--- config.mk ---
export PLATFORM = sky130hd
export DESIGN_NAME = scale_auto_zero_tracker_unit
export DESIGN_NICKNAME = d
export VERILOG_FILES = /design/src/hdl/sazt_pkg.sv /design/src/hdl/sazt_cfg.sv /design/src/hdl/sazt_core.sv /design/src/hdl/scale_auto_zero_tracker_unit.sv
export SDC_FILE = /design/constraint.sdc
export NUM_CORES = 1
export LEC_CHECK = 0
export ABC_AREA = 0
export BUFFER_PORTS_ARGS = -buffer_cell sky130_fd_sc_hd__buf_4
export CAP_MARGIN = 25
export CORE_MARGIN = 10
export CORE_UTILIZATION = 25
export DETAILED_ROUTE_END_ITERATION = 12
export PLACE_DENSITY_LB_ADDON = 0.3
export SLEW_MARGIN = 20
export SYNTH_ARGS = -nofsm -noshare
export SYNTH_HDL_FRONTEND = slang
export SYNTH_SLANG_ARGS = --single-unit
--- constraint.sdc ---
create_clock -name clk -period 5.4 [get_ports clk]
set_input_delay 0.54 -clock clk [delete_from_list [all_inputs] [get_ports clk]]
set_output_delay 0.54 -clock clk [all_outputs]
set_load 0.01 [all_outputs]
--- src/hdl/sazt_pkg.sv ---
// ----------------------------------------------------------------------------
// sazt_pkg
// Types and register indexes shared by the auto zero tracker files.
// ----------------------------------------------------------------------------
`timescale 1ns / 1ps

package sazt_pkg;

	// Configuration register indexes.
	localparam logic [2:0] REG_ZERO_BAND      = 3'd0;
	localparam logic [2:0] REG_MOVE_THRESHOLD = 3'd1;
	localparam logic [2:0] REG_CHECK_PERIOD   = 3'd2;
	localparam logic [2:0] REG_QUIET_TIME     = 3'd3;
	localparam logic [2:0] REG_COOLDOWN       = 3'd4;
	localparam logic [2:0] REG_UI_DELAY       = 3'd5;
	localparam logic [2:0] REG_TARE_SAMPLES   = 3'd6;
	localparam logic [2:0] REG_DISPLAY        = 3'd7;

	// One input word: one scale sample.
	typedef struct packed {
		logic [31:0]        now_ms;
		logic signed [15:0] weight_g;
		logic               stable_now;
		logic               allow_ui_msg;
		logic               clear_reminder;
	} in_word_t;

	// One result word.
	typedef struct packed {
		logic       tare_request;
		logic [7:0] tare_samples;
		logic       show_zero_msg;
		logic       ui_return_due;
	} out_word_t;

	// Configuration register file contents.
	typedef struct packed {
		logic [14:0] zero_band_g;
		logic [15:0] move_threshold_g;
		logic [31:0] stable_check_period_ms;
		logic [31:0] quiet_time_ms;
		logic [31:0] cooldown_ms;
		logic [31:0] ui_return_delay_ms;
		logic [7:0]  tare_sample_count;
		logic        display_present;
	} cfg_t;

	// Tracker state carried from sample to sample.
	typedef struct packed {
		logic signed [15:0] last_weight;
		logic [31:0]        last_move_time;
		logic [31:0]        last_zero_time;
		logic [31:0]        last_check_time;
		logic               stable_latched;
		logic [31:0]        reminder_time;
	} state_t;

endpackage

--- src/hdl/sazt_cfg.sv ---
// ----------------------------------------------------------------------------
// sazt_cfg
// Configuration registers with their reset values and a plain write port.
// ----------------------------------------------------------------------------
`timescale 1ns / 1ps

module sazt_cfg (
	input  logic          clk,
	input  logic          arst_n,
	input  logic          cfg_we,
	input  logic [2:0]    cfg_index,
	input  logic [31:0]   cfg_data,
	output sazt_pkg::cfg_t cfg
);
	import sazt_pkg::*;

	cfg_t cfg_q;

	// Register writes; each register keeps only its own width.
	always_ff @(posedge clk or negedge arst_n) begin
		if (!arst_n) begin
			cfg_q.zero_band_g            <= 15'd2;
			cfg_q.move_threshold_g       <= 16'd1;
			cfg_q.stable_check_period_ms <= 32'd200;
			cfg_q.quiet_time_ms          <= 32'd3000;
			cfg_q.cooldown_ms            <= 32'd10000;
			cfg_q.ui_return_delay_ms     <= 32'd1500;
			cfg_q.tare_sample_count      <= 8'd10;
			cfg_q.display_present        <= 1'b1;
		end else if (cfg_we) begin
			unique case (cfg_index)
				REG_ZERO_BAND:      cfg_q.zero_band_g            <= cfg_data[14:0];
				REG_MOVE_THRESHOLD: cfg_q.move_threshold_g       <= cfg_data[15:0];
				REG_CHECK_PERIOD:   cfg_q.stable_check_period_ms <= cfg_data;
				REG_QUIET_TIME:     cfg_q.quiet_time_ms          <= cfg_data;
				REG_COOLDOWN:       cfg_q.cooldown_ms            <= cfg_data;
				REG_UI_DELAY:       cfg_q.ui_return_delay_ms     <= cfg_data;
				REG_TARE_SAMPLES:   cfg_q.tare_sample_count      <= cfg_data[7:0];
				REG_DISPLAY:        cfg_q.display_present        <= cfg_data[0];
				default: ;
			endcase
		end
	end

	assign cfg = cfg_q;

endmodule

--- src/hdl/sazt_core.sv ---
// ----------------------------------------------------------------------------
// sazt_core
// Combinational update for one sample: stability latch, movement detection,
// auto zero decision, reminder scheduling and the due test.
// ----------------------------------------------------------------------------
`timescale 1ns / 1ps

module sazt_core (
	input  sazt_pkg::in_word_t  item,
	input  sazt_pkg::cfg_t      cfg,
	input  sazt_pkg::state_t    st,
	output sazt_pkg::state_t    st_next,
	output sazt_pkg::out_word_t res
);
	import sazt_pkg::*;

	logic        chk_hit;
	logic        stable_n;
	logic [16:0] w_ext;
	logic [16:0] w_abs;
	logic        out_band;
	logic [16:0] diff;
	logic [16:0] diff_abs;
	logic        moved;
	logic        upd_weight;
	logic [31:0] move_time_n;
	logic [31:0] quiet_age;
	logic        quiet_ok;
	logic [31:0] zero_age;
	logic        zero_go;
	logic        msg;
	logic [31:0] rem_base;
	logic [31:0] rem_sched;
	logic [31:0] rem_lead;
	logic [31:0] rem_n;
	logic [31:0] rem_age;
	logic        base_due;
	logic        sched_due;

	// Stability latch once per check period, on modulo 2^32 elapsed time.
	assign chk_hit  = (item.now_ms - st.last_check_time) >= cfg.stable_check_period_ms;
	assign stable_n = chk_hit ? item.stable_now : st.stable_latched;

	// Magnitude of the weight; 17 bits hold the magnitude of the most negative value.
	assign w_ext    = {item.weight_g[15], item.weight_g};
	assign w_abs    = w_ext[16] ? (17'd0 - w_ext) : w_ext;
	assign out_band = w_abs > {2'b00, cfg.zero_band_g};

	// Jump against the last recorded weight; the magnitude stays below 2^16.
	assign diff     = w_ext - {st.last_weight[15], st.last_weight};
	assign diff_abs = diff[16] ? (17'd0 - diff) : diff;
	assign moved    = diff_abs >= {1'b0, cfg.move_threshold_g};

	assign upd_weight  = out_band || moved;
	assign move_time_n = upd_weight ? item.now_ms : st.last_move_time;

	// Quiet test runs beside the movement test: a fresh movement leaves zero
	// elapsed time, which only a zero quiet time accepts.
	assign quiet_age = item.now_ms - st.last_move_time;
	assign quiet_ok  = upd_weight ? (cfg.quiet_time_ms == 32'd0) :
		(quiet_age >= cfg.quiet_time_ms);

	// Auto zero once quiet and stable with the cooldown over, only inside the band.
	assign zero_age  = item.now_ms - st.last_zero_time;
	assign zero_go   = !out_band && quiet_ok && stable_n &&
		(zero_age >= cfg.cooldown_ms);
	assign msg       = zero_go && cfg.display_present && item.allow_ui_msg;

	// Reminder: clear first, then schedule, then test on the result. Both
	// candidates are tested in parallel; a freshly scheduled reminder lies
	// exactly the return delay ahead of the current time.
	assign rem_base  = item.clear_reminder ? 32'd0 : st.reminder_time;
	assign rem_sched = item.now_ms + cfg.ui_return_delay_ms;
	assign rem_lead  = 32'd0 - cfg.ui_return_delay_ms;
	assign rem_age   = item.now_ms - rem_base;
	assign base_due  = (rem_base != 32'd0) && !rem_age[31];
	assign sched_due = (rem_sched != 32'd0) && !rem_lead[31];
	assign rem_n     = msg ? rem_sched : rem_base;

	// Next state.
	always_comb begin
		st_next.last_check_time = chk_hit ? item.now_ms : st.last_check_time;
		st_next.stable_latched  = stable_n;
		st_next.reminder_time   = rem_n;
		st_next.last_zero_time  = zero_go ? item.now_ms : st.last_zero_time;
		st_next.last_move_time  = zero_go ? item.now_ms : move_time_n;
		if (zero_go) begin
			st_next.last_weight = 16'sd0;
		end else if (upd_weight) begin
			st_next.last_weight = item.weight_g;
		end else begin
			st_next.last_weight = st.last_weight;
		end
	end

	// Result word.
	assign res.tare_request  = zero_go;
	assign res.tare_samples  = zero_go ? cfg.tare_sample_count : 8'd0;
	assign res.show_zero_msg = msg;
	assign res.ui_return_due = msg ? sched_due : base_due;

endmodule

--- src/hdl/scale_auto_zero_tracker_unit.sv ---
// ----------------------------------------------------------------------------
// scale_auto_zero_tracker_unit
// Automatic zero tracking for a weighing scale: one result word per sample.
// ----------------------------------------------------------------------------
//
//   Channel   Handshake              Payload
//   in        in_valid / in_ready    in_data  (sazt_pkg::in_word_t)
//   out       out_valid / out_ready  out_data (sazt_pkg::out_word_t)
//   cfg       cfg_we                 cfg_index, cfg_data
//
// One word is taken per cycle while in_ready is high. A word is registered
// on acceptance and passes the single update stage into the output register,
// where its result word is held with out_valid set until out_ready takes it.
// Reset clears the tracker state and both valid flags and loads the register
// reset values. When the output is stalled, one more word waits in the input
// register and in_ready drops only while both registers are full.
// ----------------------------------------------------------------------------
`timescale 1ns / 1ps

module scale_auto_zero_tracker_unit (
	input  logic                clk,
	input  logic                arst_n,
	input  logic                in_valid,
	output logic                in_ready,
	input  sazt_pkg::in_word_t  in_data,
	output logic                out_valid,
	input  logic                out_ready,
	output sazt_pkg::out_word_t out_data,
	input  logic                cfg_we,
	input  logic [2:0]          cfg_index,
	input  logic [31:0]         cfg_data
);
	import sazt_pkg::*;

	cfg_t      cfg;
	in_word_t  in_s1;
	logic      vld_s1;
	out_word_t out_s2;
	logic      vld_s2;
	state_t    st_q;
	state_t    st_next;
	out_word_t res;
	logic      adv;
	logic      take;

	sazt_cfg u_cfg (
		.clk       (clk),
		.arst_n    (arst_n),
		.cfg_we    (cfg_we),
		.cfg_index (cfg_index),
		.cfg_data  (cfg_data),
		.cfg       (cfg)
	);

	sazt_core u_core (
		.item    (in_s1),
		.cfg     (cfg),
		.st      (st_q),
		.st_next (st_next),
		.res     (res)
	);

	// The update stage moves whenever the output register is free or drained.
	assign adv      = !vld_s2 || out_ready;
	assign take     = vld_s1 && adv;
	assign in_ready = !vld_s1 || adv;

	// Input register.
	always_ff @(posedge clk or negedge arst_n) begin
		if (!arst_n) begin
			vld_s1 <= 1'b0;
		end else if (in_ready) begin
			vld_s1 <= in_valid;
		end
	end

	always_ff @(posedge clk) begin
		if (in_ready && in_valid) begin
			in_s1 <= in_data;
		end
	end

	// Tracker state advances once per processed word.
	always_ff @(posedge clk or negedge arst_n) begin
		if (!arst_n) begin
			st_q <= '0;
		end else if (take) begin
			st_q <= st_next;
		end
	end

	// Output register.
	always_ff @(posedge clk or negedge arst_n) begin
		if (!arst_n) begin
			vld_s2 <= 1'b0;
		end else if (adv) begin
			vld_s2 <= vld_s1;
		end
	end

	always_ff @(posedge clk) begin
		if (take) begin
			out_s2 <= res;
		end
	end

	assign out_valid = vld_s2;
	assign out_data  = out_s2;

endmodule

# Yosys cells after proc, flatten, opt, wreduce, memory -nomap -nowiden
# Index checks and enable logic that the tools add are counted.
totals:
  regBits: 377
  input_bits: 91
  out_inout_bits: 13
op_classes:
  addsub: 9
  order_cmp: 5
  eq_ne: 7
  mux: 11
  reduce_logical: 33
op_table:
  columns: ["operator", "count"]
  rows:
  - ["32-bit 2-to-1 mux", 4]
  - ["32-bit subtractor", 4]
  - ["32-bit >= comparator", 3]
  - ["32-bit nonzero test", 2]
  - ["17-bit 2-to-1 mux", 2]
  - ["32-bit adder", 1]
  - ["32-bit zero test", 1]
  - ["16-bit 2-to-1 mux", 2]
  - ["1-bit by 32-bit subtractor with 32-bit output, first input constant", 1]
  - ["2-bit AND reduction", 11]
  - ["17-bit by 16-bit >= comparator with 1-bit output", 1]
  - ["17-bit by 15-bit > comparator with 1-bit output", 1]
  - ["1-bit by 16-bit subtractor with 17-bit output, first input constant", 1]
  - ["1-bit by 17-bit subtractor with 17-bit output, first input constant", 1]
  - ["16-bit by 16-bit subtractor with 17-bit output", 1]
  - ["3-bit equality test, second input constant", 4]
  - ["1-bit logical AND", 9]
  - ["3-bit by 2-bit equality test with 1-bit output, second input constant", 2]
  - ["1-bit zero test", 5]
  - ["3-bit by 1-bit equality test with 1-bit output, second input constant", 1]
  - ["3-bit zero test", 1]
  - ["1-bit logical OR", 3]
  - ["1-bit 2-to-1 mux", 3]
  - ["2-bit nonzero test", 1]

# Longest topological paths before layout
depth:
  ltp_word: 12
  depth_mapped: 29
  ltp_nobuf: 27

# Hierarchy
# A second synthesis with hierarchy kept.
unflattened:
  cells_unflattened: 2758
  hier_area_um2: 28302.1
modules_own_cells:
  columns: ["mod", "n_inst", "cells_per_inst", "area_each_um2"]
  rows:
  - ["sazt_core", 1, 2017, 13953.4]
  - ["scale_auto_zero_tracker_unit", 1, 376, 7916.3]
  - ["sazt_cfg", 1, 365, 6432.4]

# Least setup slack after synthesis
# Ideal clock, no wire load.
synth_path:
  kind: "register to register"
  start: "register in_s1[20] (netlist name)"
  end: "register st_q[137] (netlist name)"
  t_arrival_ps: 5434
  required_time_ps: 5279
  path_slack_ps: -155
  path_stages_with_launch: 26
  path_buffers: 2
  synth_period_minus_slack_ps: 5555
  path_cell_list: "edfxtp_1 ha_1 nor2b_1 o21ai_0 a21oi_1 o31ai_1 o221ai_1 o41ai_1 o21ai_0 o41ai_1 o21ai_0 a21oi_1 xnor2_1 ha_1 nand4_1 or2_2 nor3_1 nand2_1 a211oi_1 or3_1 mux2_4 nand3_4 and2_1 buf_4 buf_4 a22o_1"
synth_via:
  elab_chain_cells: 8
synth_rtl:
  columns: ["element", "line_no", "rtl"]
  rows:
  - ["start, declared", "scale_auto_zero_tracker_unit.sv:36", "in_word_t in_s1;"]
  - ["start signal, assigned", "scale_auto_zero_tracker_unit.sv:79", "in_s1 <= in_data;"]
  - ["32-bit subtractor", "sazt_core.sv:59", "assign quiet_age = item.now_ms - st.last_move_time;"]
  - ["32-bit >= comparator", "sazt_core.sv:61", "(quiet_age >= cfg.quiet_time_ms);"]
  - ["1-bit 2-to-1 mux", "sazt_core.sv:60", "assign quiet_ok = upd_weight ? (cfg.quiet_time_ms == 32'd0) :"]
  - ["1-bit logical AND (2 in series)", "sazt_core.sv:65", "assign zero_go = !out_band && quiet_ok && stable_n &&"]
  - ["1-bit logical AND (*)", "sazt_core.sv:65", null]
  - ["2-bit nonzero test (no source line)", null, null]
  - ["2-bit AND reduction (no source line)", null, null]
  - ["end signal, assigned", "scale_auto_zero_tracker_unit.sv:88", "st_q <= st_next;"]
  - ["end, declared", "scale_auto_zero_tracker_unit.sv:40", "state_t st_q;"]
# Every way passes the cells marked *; elsewhere a longest branch is shown, timed or not.
# A chain may end at the register's enable or synchronous reset.

# Worst setup path in the final report
layout_path:
  start: "register in_s1[20] (netlist name)"
  end: "register st_q[140] (netlist name)"
# The elaborated chain is that of the path after synthesis.

==> metrics list <==
* Part of the power in the clock network: 20.0%
* Synth area leaders: sky130_fd_sc_hd__dfrtp_1, sky130_fd_sc_hd__ha_1, sky130_fd_sc_hd__edfxtp_1
- Count leader, synth: sky130_fd_sc_hd__ha_1
- TritonCTS built the clock tree.
- Proportion of layout cells with a drive suffix above 1: 24.8%
- WL per Instance: 18.5 microns
- The count of nets left with antenna violations once routing finished came out at 0.
- IR analysis of the VDD net gives a maximum drop of around 0.00023 V.
- Across all setup checks in the final design, the least slack found is -0.167 ns.
- Violations in the final reports: setup timing
- Critical-path top delay cell: sky130_fd_sc_hd__edfxtp_1
- Clock-pin slew was measured on the worst setup and hold paths at 0.07 ns.
- Counting along the longest clock path gives a buffer depth of 3.
- Wires add up to 80900 microns.
- Net switching is 39.4% of the power.
- For this run, the detailed router's first-pass iteration total came to 5.
* Number of hold-slack violations in the final timing report: 0
- Critical path startpoint category: flop
* Data arrival time of the critical path: 6.07 ns
* Combined area of all synthesized cells: 25600 sq um
- In this run the mean area of a mapped cell was 9.82 sq um.
* Power per cell area: 566 nW/um^2
- Net Count, Synth: 3002
- The number of cells on the worst reg-to-reg path is 29.
* Die area: 116000 sq um
* All-layer global routing usage: 13.6%
- Initial cell density of the core: 25.2%
- Total number of nets in the final design: 3355
- Routability Congestion: 0.844
- Worst-Skew Late Latency: 0.63 ns
- In this run the tightest slew margin relative to its limit is around 28%.
- Max capacitance violation total: 0
* Worst min-delay path class: input pin to flop
- WP buf/inv: 9
- Switching power: around 0.007 W
- Startpoint of the worst-slack reg-to-reg timing path: in_s1[20]
* Routed via count: 20200
- I/O pin count: 104
- The worst path uses 103% of the clock period.
- Die outline height: between 300 and 400 microns
- Timing analysis after detailed placement gives a worst setup slack of -0.501 ns.
- On the final layout, the worst hold slack is about 0.088 ns.
- Core region area: slightly above 100000 sq um
* Most area-hungry cell type in the Yosys netlist: sky130_fd_sc_hd__dfrtp_1
- Min-delay src: in_data[0]
* H-tree depth reported by CTS: 2
* Yosys warnings: 0
- After floorplanning, the core was divided into 117 placement rows.
* CTS Root Cell: sky130_fd_sc_hd__clkbuf_16
* DPL Wire Length: 60400 microns
- Maximum frequency from static timing analysis: 180 MHz
- Outcome: finished, violations left
* Kind of end point of the critical path: flop
- Final-report max-slew violation count: 0
* Final setup violating endpoints: 103
- The cell family contributing the most delay on the critical path is compound AO/OA/AOI/OAI gates.
* Cell with the most instances on the worst path: sky130_fd_sc_hd__buf_4
- Worst clock skew: 0.0439 ns
- Endpoint of the most critical setup path: st_q[140]
* Global-route wire length before repair: 122000 microns
- Synthesized netlist cell count: 2607
* Leakage power of the design: 14.7 nW
- Sequential cell area fraction in the yosys report: 38.2%
- Count of cell instances traversed by the critical path: 29
- Clock tree synthesis inserted a total of 47 buffers.
- Int Power: 0.0111 W
- The synthesized netlist contains 82 unique library cells.
- Setup slack on the worst reg-to-reg path comes out at -0.17 ns.
- Synthesis-stage register bit count: approximately 380
* First-iteration detailed-routing DRC count: 952
- After detailed routing, the number of vias per cell comes to 4.63.
- Sequential cells account for roughly 22% of the total power.
- In this run the horizontal extent of the chip is 340 microns.
* Minimum clock period: 5.57 ns
* Sink Count: 377
* Commonest register cell after synthesis: sky130_fd_sc_hd__dfrtp_1
- Largest net degree at the start of global routing: 154
* Slowest cell delay on critical path: 0.40 ns
- The number of antenna violations at the first check in global routing was 9.
- For the pin with the worst max-slew slack, the measured transition is 1.08 ns.
* Drc violations: 0
* Worst-path fanout max: 8
- The number of global-route vias before repair came to 20200.
- Type of the setup path with the least slack: flop to flop
- Layout overhead on the synthesized area: 26.3%
* GR Overflow Total: 0
- The worst register-to-register path ends at st_q[140].
* Share of the synthesized area in the top cell type: 28.2%
- In this run, synthesis inferred 62 flip-flops with an integrated enable.
- RSZ-0062 raised after global routing: yes
- Fraction of registers with async set/reset: 83.6%
* Top cells by count, synth: sky130_fd_sc_hd__ha_1, sky130_fd_sc_hd__dfrtp_1, sky130_fd_sc_hd__inv_1
* Worst setup path startpoint: in_s1[20]
* Combinational group share of total power: 57.8%
- Total power: roughly 0.018 W
* Number of I/O port buffers: roughly 100
- Required time reported for the critical path endpoint: between 5 and 6 ns
==> power groups by stage <==
stage                     clock network [W]  logic, W  registers, W
after floorplan                           0   0.00661       0.00399
after global placement                    0   0.00969       0.00411
after detailed placement                  0   0.00977       0.00411
after CTS                           0.00375    0.0103       0.00407
after global routing                0.00386    0.0118       0.00416
final                               0.00365    0.0106       0.00407
==> state kept, by name, summed over array words and instances, names as in the netlist <==
register	flops
in_s1	51
out_data	11
out_valid	1
st_q	145
u_cfg.cfg	168
vld_s1	1
==> cells by family (layout without fill, tap and decap cells) <==
| group | Yosys count | in the layout | share of synthesized area (%) |
|---|---|---|---|
| other | 0 | 1 | 0 |
| multiplexers | 206 | 206 | 9.41 |
| AND/OR/NAND/NOR | 633 | 633 | 12.2 |
| buffers and inverters | 323 | 715 | 4.96 |
| adder cells (fa/ha/maj) | 304 | 304 | 15.0 |
| XOR/XNOR | 151 | 151 | 5.17 |
| flip-flops | 377 | 377 | 38.2 |
| AO/OA/AOI/OAI | 613 | 613 | 15.0 |
==> timing repair <==
action / 4_1_cts / 5_1_grt
gates cloned: 5 / 3
gates resized for setup: 65 / 56
setup buffers: 15 / 12
pin swaps: 42 / 60
endpoints found under the setup margin: 122 / 154
endpoints found under the hold margin: 31 / 0
hold buffers: 1 / 0
==> area by class of cell <==
class                      count  area [sq um]
fill                       10500         69400
multi-input combinational   1907         15000
sequential                   377          9780
antenna                        1          2.50
clock buffer                  63          1450
inverter                     264           991
clock inverter                25           350
timing repair buffer         363          3080
tap                         1368          1710
==> metal layers <==
metal | vias to the layer above | GRT usage, % | wire [microns]
met3 | 117 | 2.56 | 3810
met5 | - | 0 | 57
met2 | 346 | 22.0 | 36600
met1 | 9717 | 18.1 | 38200
met4 | 10 | 4.20 | 2290
li1 | 10000 | - | -
==> placed cells by master, fill, tap and decap left out, types with 26 or more instances in the layout <==
cell type / instances
sky130_fd_sc_hd__edfxtp_1: 62
sky130_fd_sc_hd__clkbuf_16: 59
sky130_fd_sc_hd__nand4_1: 30
sky130_fd_sc_hd__nand2_1: 244
sky130_fd_sc_hd__dfstp_2: 27
sky130_fd_sc_hd__dfrtp_1: 288
sky130_fd_sc_hd__nand3_1: 30
sky130_fd_sc_hd__mux2_2: 142
sky130_fd_sc_hd__xnor2_1: 113
sky130_fd_sc_hd__inv_1: 260
sky130_fd_sc_hd__nor3_1: 33
sky130_fd_sc_hd__ha_1: 295
sky130_fd_sc_hd__mux2_4: 41
sky130_fd_sc_hd__and2_1: 26
sky130_fd_sc_hd__o21a_1: 32
sky130_fd_sc_hd__buf_4: 327
sky130_fd_sc_hd__nor2_1: 98
sky130_fd_sc_hd__a21oi_1: 134
sky130_fd_sc_hd__o21ai_0: 176
sky130_fd_sc_hd__a21o_1: 61
sky130_fd_sc_hd__xor2_1: 37
sky130_fd_sc_hd__nand2b_1: 31
==> worst min path at each step <==
stage	endpoint	slack, ns	depth (start not counted)
3_5_place_dp	u_cfg.cfg[127]	0.44	1
6_report	in_s1[0]	0.09	1
4_1_cts	in_s1[0]	0.05	1
2_1_floorplan	out_valid	0.24	0
5_1_grt	in_s1[0]	0.05	1
3_3_place_gp	u_cfg.cfg[127]	0.44	1
==> metrics by stage <==
step | instance area (sq um) | util, % | TNS [ns] | cells
after floorplan | 25600 | - | 0 | 2607
after global placement | 29700 | 29.2 | -38.30 | 4246
after detailed placement | 29700 | 29.2 | -42.70 | 4246
after CTS | 32000 | 31.4 | -24.88 | 4354
after global routing | 32300 | 31.8 | -40.72 | 4367
final | 32300 | 31.8 | -7.78 | 4368
(Power assumes the default switching activity.)
